**src/sv/rmq_pkg.sv**
```systemverilog
// Shared constants, types and lane codes for the rotation-matrix-to-quaternion block.
package rmq_pkg;

   // Fixed-point format and element width
   localparam int FRAC_BITS  = 14;
   localparam int DATA_W     = 16;

   // Number of quaternion lanes and their codes
   localparam int LANES      = 4;
   localparam int LANE_IDX_W = 2;
   localparam logic [LANE_IDX_W-1:0] LANE_W = 2'd0;
   localparam logic [LANE_IDX_W-1:0] LANE_X = 2'd1;
   localparam logic [LANE_IDX_W-1:0] LANE_Y = 2'd2;
   localparam logic [LANE_IDX_W-1:0] LANE_Z = 2'd3;

   // Trace and root widths
   localparam int PART_W  = ((DATA_W + 2) > (FRAC_BITS + 1) ? (DATA_W + 2) : (FRAC_BITS + 1)) + 1;
   localparam int TRACE_W = PART_W + 1;
   localparam int TOTAL_W = PART_W + 2;
   localparam int ROOT_W  = FRAC_BITS + 1;
   localparam int ROOT_STEPS = ROOT_W;
   localparam int RES_W   = PART_W + 2 * FRAC_BITS + 10;
   localparam int ACC_W   = TOTAL_W + ROOT_W + 3;
   localparam int Q_W     = (ROOT_W + 1) > DATA_W ? (ROOT_W + 1) : DATA_W;

   // Front register, root steps, output register
   localparam int STAGES  = ROOT_STEPS + 2;

   typedef logic signed [DATA_W-1:0] elem_type;
   typedef logic [PART_W-1:0]        part_type;
   typedef logic [TOTAL_W-1:0]       total_type;
   typedef logic [ROOT_W-1:0]        root_type;

   typedef struct packed {
      part_type [LANES-1:0] part;
      total_type            total;
      logic [LANES-1:0]     neg;
   } front_type;

endpackage

```
**src/sv/rmq_front.sv**
```systemverilog
// Front stage: trace combinations, clamp, total, largest pick and sign flags.
module rmq_front (
   input  logic               clock,
   input  logic               load,
   input  rmq_pkg::elem_type  e00,
   input  rmq_pkg::elem_type  e01,
   input  rmq_pkg::elem_type  e02,
   input  rmq_pkg::elem_type  e10,
   input  rmq_pkg::elem_type  e11,
   input  rmq_pkg::elem_type  e12,
   input  rmq_pkg::elem_type  e20,
   input  rmq_pkg::elem_type  e21,
   input  rmq_pkg::elem_type  e22,
   output rmq_pkg::front_type front_ff
);
   import rmq_pkg::*;

   logic signed [TRACE_W-1:0] one;
   logic signed [TRACE_W-1:0] m00, m11, m22;
   logic signed [TRACE_W-1:0] trace [LANES];
   logic signed [DATA_W:0]    d21m12, d02m20, d10m01, s10p01, s02p20, s21p12;
   part_type [LANES-1:0]      part;
   logic [LANE_IDX_W-1:0]     big;
   logic [LANES-1:0]          neg;
   front_type                 front_in;

   // Form the four trace combinations
   always_comb begin
      one = TRACE_W'(1) <<< FRAC_BITS;
      m00 = TRACE_W'(e00);
      m11 = TRACE_W'(e11);
      m22 = TRACE_W'(e22);
      trace[LANE_W] =  m00 + m11 + m22 + one;
      trace[LANE_X] =  m00 - m11 - m22 + one;
      trace[LANE_Y] = -m00 + m11 - m22 + one;
      trace[LANE_Z] = -m00 - m11 + m22 + one;
   end

   // Clamp at zero
   always_comb begin
      for (int i = 0; i < LANES; i++) begin
         part[i] = (trace[i] > 0) ? trace[i][PART_W-1:0] : '0;
      end
   end

   // Pick the largest, ties to the lower lane
   always_comb begin
      big = LANE_W;
      if (part[LANE_X] > part[big]) big = LANE_X;
      if (part[LANE_Y] > part[big]) big = LANE_Y;
      if (part[LANE_Z] > part[big]) big = LANE_Z;
   end

   // Off-diagonal differences and sums for the signs
   always_comb begin
      d21m12 = (DATA_W+1)'(e21) - (DATA_W+1)'(e12);
      d02m20 = (DATA_W+1)'(e02) - (DATA_W+1)'(e20);
      d10m01 = (DATA_W+1)'(e10) - (DATA_W+1)'(e01);
      s10p01 = (DATA_W+1)'(e10) + (DATA_W+1)'(e01);
      s02p20 = (DATA_W+1)'(e02) + (DATA_W+1)'(e20);
      s21p12 = (DATA_W+1)'(e21) + (DATA_W+1)'(e12);
   end

   // Select sign flags by the largest lane
   always_comb begin
      neg = '0;
      case (big)
         LANE_W: begin
            neg[LANE_X] = d21m12[DATA_W];
            neg[LANE_Y] = d02m20[DATA_W];
            neg[LANE_Z] = d10m01[DATA_W];
         end
         LANE_X: begin
            neg[LANE_W] = d21m12[DATA_W];
            neg[LANE_Y] = s10p01[DATA_W];
            neg[LANE_Z] = s02p20[DATA_W];
         end
         LANE_Y: begin
            neg[LANE_W] = d02m20[DATA_W];
            neg[LANE_X] = s10p01[DATA_W];
            neg[LANE_Z] = s21p12[DATA_W];
         end
         default: begin
            neg[LANE_W] = d10m01[DATA_W];
            neg[LANE_X] = s02p20[DATA_W];
            neg[LANE_Y] = s21p12[DATA_W];
         end
      endcase
   end

   // Assemble the front beat
   always_comb begin
      front_in.part  = part;
      front_in.total = TOTAL_W'(part[LANE_W]) + TOTAL_W'(part[LANE_X])
                     + TOTAL_W'(part[LANE_Y]) + TOTAL_W'(part[LANE_Z]);
      front_in.neg   = neg;
   end

   always_ff @(posedge clock) begin
      if (load) begin
         front_ff <= front_in;
      end
   end

endmodule

```
**config.mk**
```make
export PLATFORM = sky130hd
export DESIGN_NAME = rmq_front
export DESIGN_NICKNAME = d
export VERILOG_FILES = /design/src/sv/rmq_pkg.sv /design/src/sv/rmq_front.sv
export SDC_FILE = /design/constraint.sdc
export NUM_CORES = 1
export LEC_CHECK = 0
export BUFFER_PORTS_ARGS = -buffer_cell sky130_fd_sc_hd__buf_2
export CORE_MARGIN = 8
export CORE_UTILIZATION = 35
export CTS_CLUSTER_DIAMETER = 50
export DETAILED_ROUTE_END_ITERATION = 8
export PLACE_DENSITY = 0.6
export SLEW_MARGIN = 5
export SYNTH_ARGS = -nofsm -noshare
export SYNTH_HDL_FRONTEND = slang
export SYNTH_SLANG_ARGS = --single-unit
```
**constraint.sdc**
```tcl
create_clock -name clock -period 11.8 [get_ports clock]
set_input_delay 1.18 -clock clock [delete_from_list [all_inputs] [get_ports clock]]
set_output_delay 1.18 -clock clock [all_outputs]
set_load 0.005 [all_outputs]
```
==> results of run 1 <==
placed cells by master, fill, tap and decap left out, types with 15 or more instances in the layout:
cell / count
a211oi_1: 18
a21o_1: 41
nor2b_1: 24
nor2_1: 101
fa_1: 109
o21bai_1: 15
buf_2: 245
and2_1: 33
inv_1: 229
ha_1: 321
a21oi_1: 95
nand3_1: 24
nor3_1: 37
buf_4: 31
xnor2_1: 56
o21ai_0: 62
nand2b_1: 27
edfxtp_1: 101
o21a_1: 15
nand2_1: 63
xor2_1: 21
cells by family after synthesis:
| family | count (synthesis) | share of synthesized area (%) |
|---|---|---|
| XOR/XNOR | 81 | 4.68 |
| AND/OR/NAND/NOR | 399 | 13.5 |
| adder cells (fa/ha/maj) | 430 | 39.6 |
| buffers and inverters | 248 | 6.03 |
| flip-flops | 101 | 19.4 |
| AO/OA/AOI/OAI | 370 | 16.1 |
| multiplexers | 10 | 0.672 |
| other | 2 | 0.0480 |
area by class of cell:
class / instances / area (um2) / area share (%)
diodes: 1 / 2.50 / 0.0138
clock buffers: 9 / 225 / 1.25
clock inverters: 7 / 58.8 / 0.325
inverters: 229 / 860 / 4.75
multi-input cells: 1294 / 11700 / 64.7
flip-flops and latches: 101 / 3030 / 16.8
well taps: 592 / 741 / 4.10
repair buffers: 276 / 1460 / 8.07
stage by stage:
stage                     instances  power (mW)  worst slack [ns]  utilization [%]
after detailed placement       2492        5.20             0.163             40.2
after global placement         2492        5.12             0.432             40.2
after global routing           2509        6.07             0.111             40.9
after CTS                      2508        5.52             0.543             40.9
after floorplan                1643        3.91              1.11                -
final                          2509        5.52             0.744             40.9
worst max-delay path: cells and delay by family:
family	cells	cell delay (ns)
AOI/OAI and AO/OA	19	3.36
xor gates and xnor gates	1	0.21
adders and majority gates	7	2.34
buffers and inverters	6	0.81
and+or+nand+nor	12	3.24
worst max path at each step:
stage	start	endpoint	slack, ns	cells past startpoint
2_1_floorplan	e00[2]	front_ff[1]	1.11	48
3_3_place_gp	e00[2]	front_ff[1]	0.43	45
3_5_place_dp	e00[2]	front_ff[1]	0.16	46
4_1_cts	e00[2]	front_ff[1]	0.54	46
5_1_grt	e00[2]	front_ff[1]	0.11	46
6_report	e00[2]	front_ff[1]	0.74	45
synth_stat cells (all sizes together), types with 34 or more instances:
cell type    n  area [um2]
a21oi       97         493
nor2       103         397
and2        34         215
nand2       64         248
ha         321        4020
edfxtp     101        3030
fa         109        2180
a21o        41         308
inv        229         860
xnor2       59         532
nor3        41         225
o21ai       67         335
power by group:
group          internal (mW)  total, mW  switching (mW)  leakage [nW]
combinational           1.93       4.48            2.55          7.76
sequential             0.718      0.756          0.0371         0.977
clock                  0.146      0.284           0.138         0.135
metal layers:
metal | wire [um] | share of wire (%) | GRT usage [%]
met3 | 2020 | 4.4 | 1.95
met5 | 16 | 0.035 | 0
met4 | 915 | 2.0 | 4.20
met1 | 21500 | 47 | 23.7
met2 | 21300 | 47 | 28.5
==> flow_metrics.env, run 1 <==
export IMPL_ys_seq_area_share_pct=19.4
export IMPL_synth_ff_type="edfxtp_1"
export IMPL_reg_top3="front_ff x101"
export IMPL_largest_reg_flops=101
export IMPL_routabilityCongestion=0.913
export IMPL_clock_fmax_mhz=90.4
export IMPL_synth_cells=1641
export IMPL_numPortBuffers=246
export IMPL_nNetsFinal=2487
export IMPL_initial_core_util_pct=35.4
export IMPL_die_y_um=227
export IMPL_antenna_found_initial=3
export IMPL_max_vdd_ir_drop_mv=0.156
export IMPL_finalHoldViolations=0
export IMPL_grt_pass1_vias=13100
export IMPL_arrival_ns=11.13
export IMPL_remaining_drc_errors=0
export IMPL_ios=247
export IMPL_cts_buffers=9
export IMPL_period_needed_ns=11.06
export IMPL_p_leak_nw=8.87
export IMPL_critical_path_max_stage_delay_ns=0.70
export IMPL_setup_violations=0
export IMPL_cp_common_cell="ha_1"
export IMPL_die_x_um=227
export IMPL_row_count=77
export IMPL_grt_start_max_net_pins=72
export IMPL_hold_ws_ns=1.28
export IMPL_first_pass_iters=5
export IMPL_slowest_stage="or4b_1"
export IMPL_cp_start_kind="primary input"
export IMPL_cts_path_max_buffers=2
export IMPL_ys_warn_count=0
export IMPL_ctsHtreeMaxLevel=3
export IMPL_cts_resized=0
export IMPL_finalCritPeriodShare_pct=93.7
export IMPL_final_cell_area_um2=18100
export IMPL_relSlewSlack_pct=38.2
export IMPL_final_layout_size_suffix_gt1_share_pct=17.7
export IMPL_clock_sinks=101
export IMPL_maxCapViolCount=0
export IMPL_hold_path_class="primary input to register"
export IMPL_core_area_um2=44200
export IMPL_holdBufCountCts=0
export IMPL_p_per_area_nw_per_um2=305
export IMPL_holdPathEnd="front_ff[67]"
export IMPL_finalSetupTns_ns=0
export IMPL_worstSetupEndpointType="register"
export IMPL_die_area_um2=51700
export IMPL_nFillCells=4423
export IMPL_grt_overflow=0
export IMPL_holdCritStartpoint="load"
export IMPL_ys_types=90
export IMPL_required_ns=11.88
export IMPL_drtIter0Drc=819
export IMPL_yosys_register_bits=101
export IMPL_routed_wl_mm=45.8
export IMPL_post_cts_buffers=0
export IMPL_cts_tree="yes"
export IMPL_syn_avg_cell_area_um2=9.54
export IMPL_grt_pass1_wl_mm=70.3
export IMPL_slew_viol_final=0
export IMPL_min_path_cells=1
export IMPL_clkTransAtPathRegs_ns=0.08
export IMPL_vias_per_cell=5.13
export IMPL_path_max_fanout=21
export IMPL_worst_pin_slew_ns=0.927
export IMPL_antenna_left=0
export IMPL_num_vias=12900
export IMPL_postPlaceCellArea_um2=17800
export IMPL_synth_edff_count=101
export IMPL_regMostFlops="front_ff"
export IMPL_async_flop_share_pct=0
export IMPL_syn_area_um2=15700
export IMPL_grt_usage_pct=17.2
export IMPL_status="complete, no violations"
export IMPL_rsz0062_at_grt="no"
export IMPL_synthToLayoutAreaGrowth_pct=15.5
export IMPL_critPathKind="primary input to register"
export IMPL_routedWlPerCell_um=18.2
export IMPL_hpwl_mm=40.5
export IMPL_root_buffer="clkbuf_16"
Power figures use the tool's default switching activity.
==> run 2: changes to the inputs <==
clock period = 13.4 ns   (was 11.8 ns; I/O delays follow)
==> run 2 against run 1 <==
  * Routed wire length up 1.8%
  * Sequential share of layout area up 0.13 points
  * Hold slack better by 0.15 ns
  * Critical endpoint unchanged
  * Largest cell class unchanged
  * Largest power group unchanged
==> flow_metrics.env, run 2 (synthesis gave the netlist of run 1 again) <==
export IMPL_status="complete, no violations"
export IMPL_rsz0062_at_grt="no"
export IMPL_row_count=77
export IMPL_final_layout_size_suffix_gt1_share_pct=16.7
export IMPL_maxCapViolCount=0
export IMPL_final_cell_area_um2=17900
export IMPL_root_buffer="clkbuf_16"
export IMPL_cts_resized=0
export IMPL_finalSetupTns_ns=0
export IMPL_setup_violations=0
export IMPL_hold_path_class="primary input to register"
export IMPL_synthToLayoutAreaGrowth_pct=14.6
export IMPL_initial_core_util_pct=35.4
export IMPL_path_max_fanout=13
export IMPL_ctsHtreeMaxLevel=3
export IMPL_nFillCells=4392
export IMPL_startpoint="e00[2]"
export IMPL_nNetsFinal=2467
export IMPL_cts_buffers=9
export IMPL_total_power_mw=4.82
export IMPL_final_cell_mix="321 x ha_1, 245 x buf_2, 229 x inv_1, 109 x fa_1"
export IMPL_largest_reg_flops=101
export IMPL_ios=247
export IMPL_numPortBuffers=246
export IMPL_clock_fmax_mhz=80.9
export IMPL_drtIter0Drc=874
export IMPL_worst_pin_slew_ns=1.10
export IMPL_slew_viol_final=0
export IMPL_slowest_stage="or4b_1"
export IMPL_finalCritPeriodShare_pct=92.3
export IMPL_required_ns=13.49
export IMPL_cp_endpoint="front_ff[1]"
export IMPL_grt_usage_pct=17.4
export IMPL_hpwl_mm=40.9
export IMPL_post_cts_buffers=0
export IMPL_routed_wl_mm=46.6
export IMPL_max_vdd_ir_drop_mv=0.165
export IMPL_antenna_left=0
export IMPL_vias_per_cell=5.19
export IMPL_critical_path_max_stage_delay_ns=0.72
export IMPL_p_leak_nw=8.78
export IMPL_arrival_ns=12.45
export IMPL_first_pass_iters=5
export IMPL_relSlewSlack_pct=26.3
export IMPL_remaining_drc_errors=0
export IMPL_cp_common_cell="ha_1"
export IMPL_postPlaceCellArea_um2=17600
export IMPL_grt_overflow=0
export IMPL_hold_ws_ns=1.42
export IMPL_period_needed_ns=12.37
export IMPL_routedWlPerCell_um=18.7
export IMPL_grt_start_max_net_pins=75
export IMPL_grt_pass1_wl_mm=70.8
export IMPL_antenna_found_initial=2
export IMPL_die_y_um=227
export IMPL_cts_path_max_buffers=2
export IMPL_die_x_um=227
export IMPL_num_vias=12900
export IMPL_holdBufCountCts=0
export IMPL_worstSetupEndpointType="register"
export IMPL_cp_start_kind="primary input"
export IMPL_clkTransAtPathRegs_ns=0.08
export IMPL_reg_top3="front_ff x101"
export IMPL_critPathKind="primary input to register"
export IMPL_grt_pass1_vias=13000
export IMPL_p_per_area_nw_per_um2=269
export IMPL_layout_commonest_cell="ha_1"
export IMPL_routabilityCongestion=0.917
export IMPL_finalHoldViolations=0
export IMPL_core_area_um2=44200
export IMPL_cts_tree="yes"
export IMPL_die_area_um2=51700
export IMPL_regMostFlops="front_ff"
export IMPL_clock_sinks=101
[run 2: through the flow]
stage | setup WS (ns) | util (%) | instances
floorplan | 2.55 | - | 1643
global placement | 1.10 | 39.9 | 2472
detailed placement | 0.918 | 39.9 | 2472
CTS | 1.28 | 40.6 | 2488
global route | 0.327 | 40.6 | 2489
finish | 1.03 | 40.6 | 2489
[run 2: layout make-up]
cell class              count  area, um2  area share (%)
well taps                 592        741            4.13
flip-flops and latches    101       3030            16.9
repair buffers            256       1310            7.30
inverters                 229        860            4.79
clock inverters             7       80.1           0.446
diodes                      1       2.50          0.0139
multi-input cells        1294      11700            65.2
clock buffers               9        225            1.26
[run 2: how the worst min path moves through the flow]
| stage | end | startpoint | cells after the start | slack (ns) |
|---|---|---|---|---|
| 4_1_cts | front_ff[70] | load | 1 | 1.42 |
| 3_3_place_gp | front_ff[94] | front_ff[94] | 1 | 1.74 |
| 5_1_grt | front_ff[4] | load | 1 | 1.43 |
| 3_5_place_dp | front_ff[90] | front_ff[90] | 1 | 1.74 |
| 2_1_floorplan | front_ff[0] | load | 0 | 1.45 |
| 6_report | front_ff[4] | load | 1 | 1.42 |
[run 2: report_power, final]
part | internal (mW) | switching [mW] | leakage (nW)
clock | 0.133 | 0.130 | 0.145
sequential | 0.633 | 0.0330 | 0.977
combinational | 1.64 | 2.26 | 7.65
total | 2.40 | 2.42 | 8.78
[run 2: worst max-delay path: cells and delay by family]
kind	cells	cell delay [ns]
and+or+nand+nor	14	4.16
AOI/OAI and AO/OA	18	3.51
adders and majority gates	7	2.43
buffers and inverters	6	0.71
xor gates and xnor gates	1	0.24
[run 2: metal layers]
metal	share of wire, %	vias to the layer above	GRT usage, %
met5	0.017	-	0
met4	2.5	2	5.15
li1	-	6284	-
met3	6.1	54	2.23
met2	46	346	29.0
met1	45	6231	23.5
==> run 3: changes to the inputs <==
CELL_PAD_IN_SITES_DETAIL_PLACEMENT = 2   (was not set)
CELL_PAD_IN_SITES_GLOBAL_PLACEMENT = 2   (was not set)
PLACE_DENSITY = 0.85   (was 0.6)
==> run 3 against run 2 <==
  * Die area unchanged
  * Critical endpoint unchanged
  * Cell area grew 0.16%
  * Count of clock-buffer cells in the layout is the same
  * Routed wire length grew 26%
  * Combinational power rose by 11%
  * Non-clock buffer count increased by 6
  * Worst setup slack got worse by 0.40 ns
  * Sequential cell count did not move
  * Clock power shrank 3%
  * Critical path type unchanged
  * Cell count up 0.20%
  * Power is 8.6% higher
  * Hold slack gained 0.098 ns
==> flow_metrics.env, run 3 (synthesis gave the netlist of run 1 again) <==
export IMPL_status="complete, no violations"
export IMPL_die_x_um=227
export IMPL_numPortBuffers=246
export IMPL_routedWlPerCell_um=23.5
export IMPL_critical_path_max_stage_delay_ns=0.71
export IMPL_critPathKind="primary input to register"
export IMPL_nNetsFinal=2473
export IMPL_routabilityCongestion=0.871
export IMPL_cp_common_cell="ha_1"
export IMPL_relSlewSlack_pct=28.2
export IMPL_cts_resized=0
export IMPL_hpwl_mm=51.8
export IMPL_antenna_left=0
export IMPL_worstSetupEndpointType="register"
export IMPL_rsz0062_at_grt="no"
export IMPL_reg_top3="front_ff x101"
export IMPL_grt_usage_pct=22.5
export IMPL_nFillCells=4928
export IMPL_ctsHtreeMaxLevel=3
export IMPL_final_cell_mix="321 x ha_1, 245 x buf_2, 229 x inv_1, 109 x fa_1, 101 x edfxtp_1"
export IMPL_hold_path_class="primary input to register"
export IMPL_routed_wl_mm=58.7
export IMPL_period_needed_ns=12.77
export IMPL_grt_overflow=0
export IMPL_antennaDiodeCount=0
export IMPL_remaining_drc_errors=0
export IMPL_row_count=77
export IMPL_drtIter0Drc=673
export IMPL_regMostFlops="front_ff"
export IMPL_p_leak_nw=8.79
export IMPL_initial_core_util_pct=35.4
export IMPL_root_buffer="clkbuf_16"
export IMPL_clock_sinks=101
export IMPL_required_ns=13.48
export IMPL_num_vias=13600
export IMPL_final_layout_size_suffix_gt1_share_pct=17.0
export IMPL_cts_path_max_buffers=2
export IMPL_worst_pin_slew_ns=1.07
export IMPL_p_per_area_nw_per_um2=291
export IMPL_finalSetupTns_ns=0
export IMPL_finalCritPeriodShare_pct=95.3
export IMPL_post_cts_buffers=0
export IMPL_holdBufCountCts=0
export IMPL_clock_fmax_mhz=78.3
export IMPL_largest_reg_flops=101
export IMPL_slew_viol_final=0
export IMPL_antenna_found_initial=0
export IMPL_final_cell_area_um2=18000
export IMPL_arrival_ns=12.85
export IMPL_grt_pass1_wl_mm=90.3
export IMPL_maxCapViolCount=0
export IMPL_cts_tree="yes"
export IMPL_grt_pass1_vias=15700
export IMPL_dpl_cell_count=2478
export IMPL_ios=247
export IMPL_clkTransAtPathRegs_ns=0.07
export IMPL_setup_violations=0
export IMPL_core_area_um2=44200
export IMPL_finalHoldViolations=0
export IMPL_grt_start_max_net_pins=60
export IMPL_instances_no_fill=2494
export IMPL_path_max_fanout=22
export IMPL_postPlaceCellArea_um2=17700
export IMPL_die_area_um2=51700
export IMPL_synthToLayoutAreaGrowth_pct=14.8
export IMPL_vias_per_cell=5.44
export IMPL_max_vdd_ir_drop_mv=0.147
export IMPL_first_pass_iters=5
export IMPL_layout_commonest_cell="ha_1"
export IMPL_slowest_stage="or4b_1"
export IMPL_cp_start_kind="primary input"
export IMPL_cts_buffers=9
export IMPL_die_y_um=227
run 3: changes by cell type in the layout (fill, tap and decap cells not counted), moves of 2 or more:
cell / previous run / this run
buf_4: 11 / 17
clkinv_1: 0 / 2
clkinv_8: 2 / 0
nor2_1: 101 / 99
nor2_2: 1 / 3
run 3: path summary, 6_finish.rpt:
check              start           end  slack [ns]  cells past startpoint
setup / recovery  e00[2]   front_ff[1]        0.63                     47
hold / removal      load  front_ff[86]        1.52                      1
run 3: layout make-up:
cell class | count | area [um2] | share of cell area, %
Clock buffer | 9 | 225 | 1.25
Inverter | 229 | 860 | 4.78
Sequential cell | 101 | 3030 | 16.9
Clock inverter | 7 | 51.3 | 0.285
Tap cell | 592 | 741 | 4.12
Multi-Input combinational cell | 1294 | 11700 | 65.1
Timing Repair Buffer | 262 | 1350 | 7.53
run 3: power by group:
group	switching (mW)	internal [mW]	total [mW]
clock	0.129	0.127	0.256
sequential	0.0402	0.634	0.674
combinational	2.60	1.71	4.31
total	2.77	2.47	5.24
run 3: layer usage:
metal / vias to the layer above / GRT usage, % / wire, um
li1: 6278 / - / -
met1: 6922 / 28.0 / 25500
met2: 265 / 40.7 / 29800
met3: 92 / 1.92 / 1710
met4: 0 / 7.26 / 1710
met5: - / 0 / 0
run 3: metrics by stage:
stage / util (%) / hold slack [ns] / setup WS [ns] / total power [mW]
after detailed placement: 40.0 / 1.74 / 0.123 / 4.88
after global routing: 40.6 / 1.53 / 0.0819 / 5.66
after CTS: 40.6 / 1.51 / 0.404 / 5.23
after global placement: 40.0 / 1.74 / 0.715 / 4.49
final: 40.6 / 1.52 / 0.631 / 5.24
after floorplan: - / 1.45 / 2.55 / 3.45
run 3: worst max-delay path: cells and delay by family:
kind | cells | cell delay [ns]
xor+xnor | 1 | 0.24
compound gates | 21 | 4.47
fa+ha+maj | 7 | 2.50
simple gates | 11 | 3.18
buf+inv | 7 | 1.07
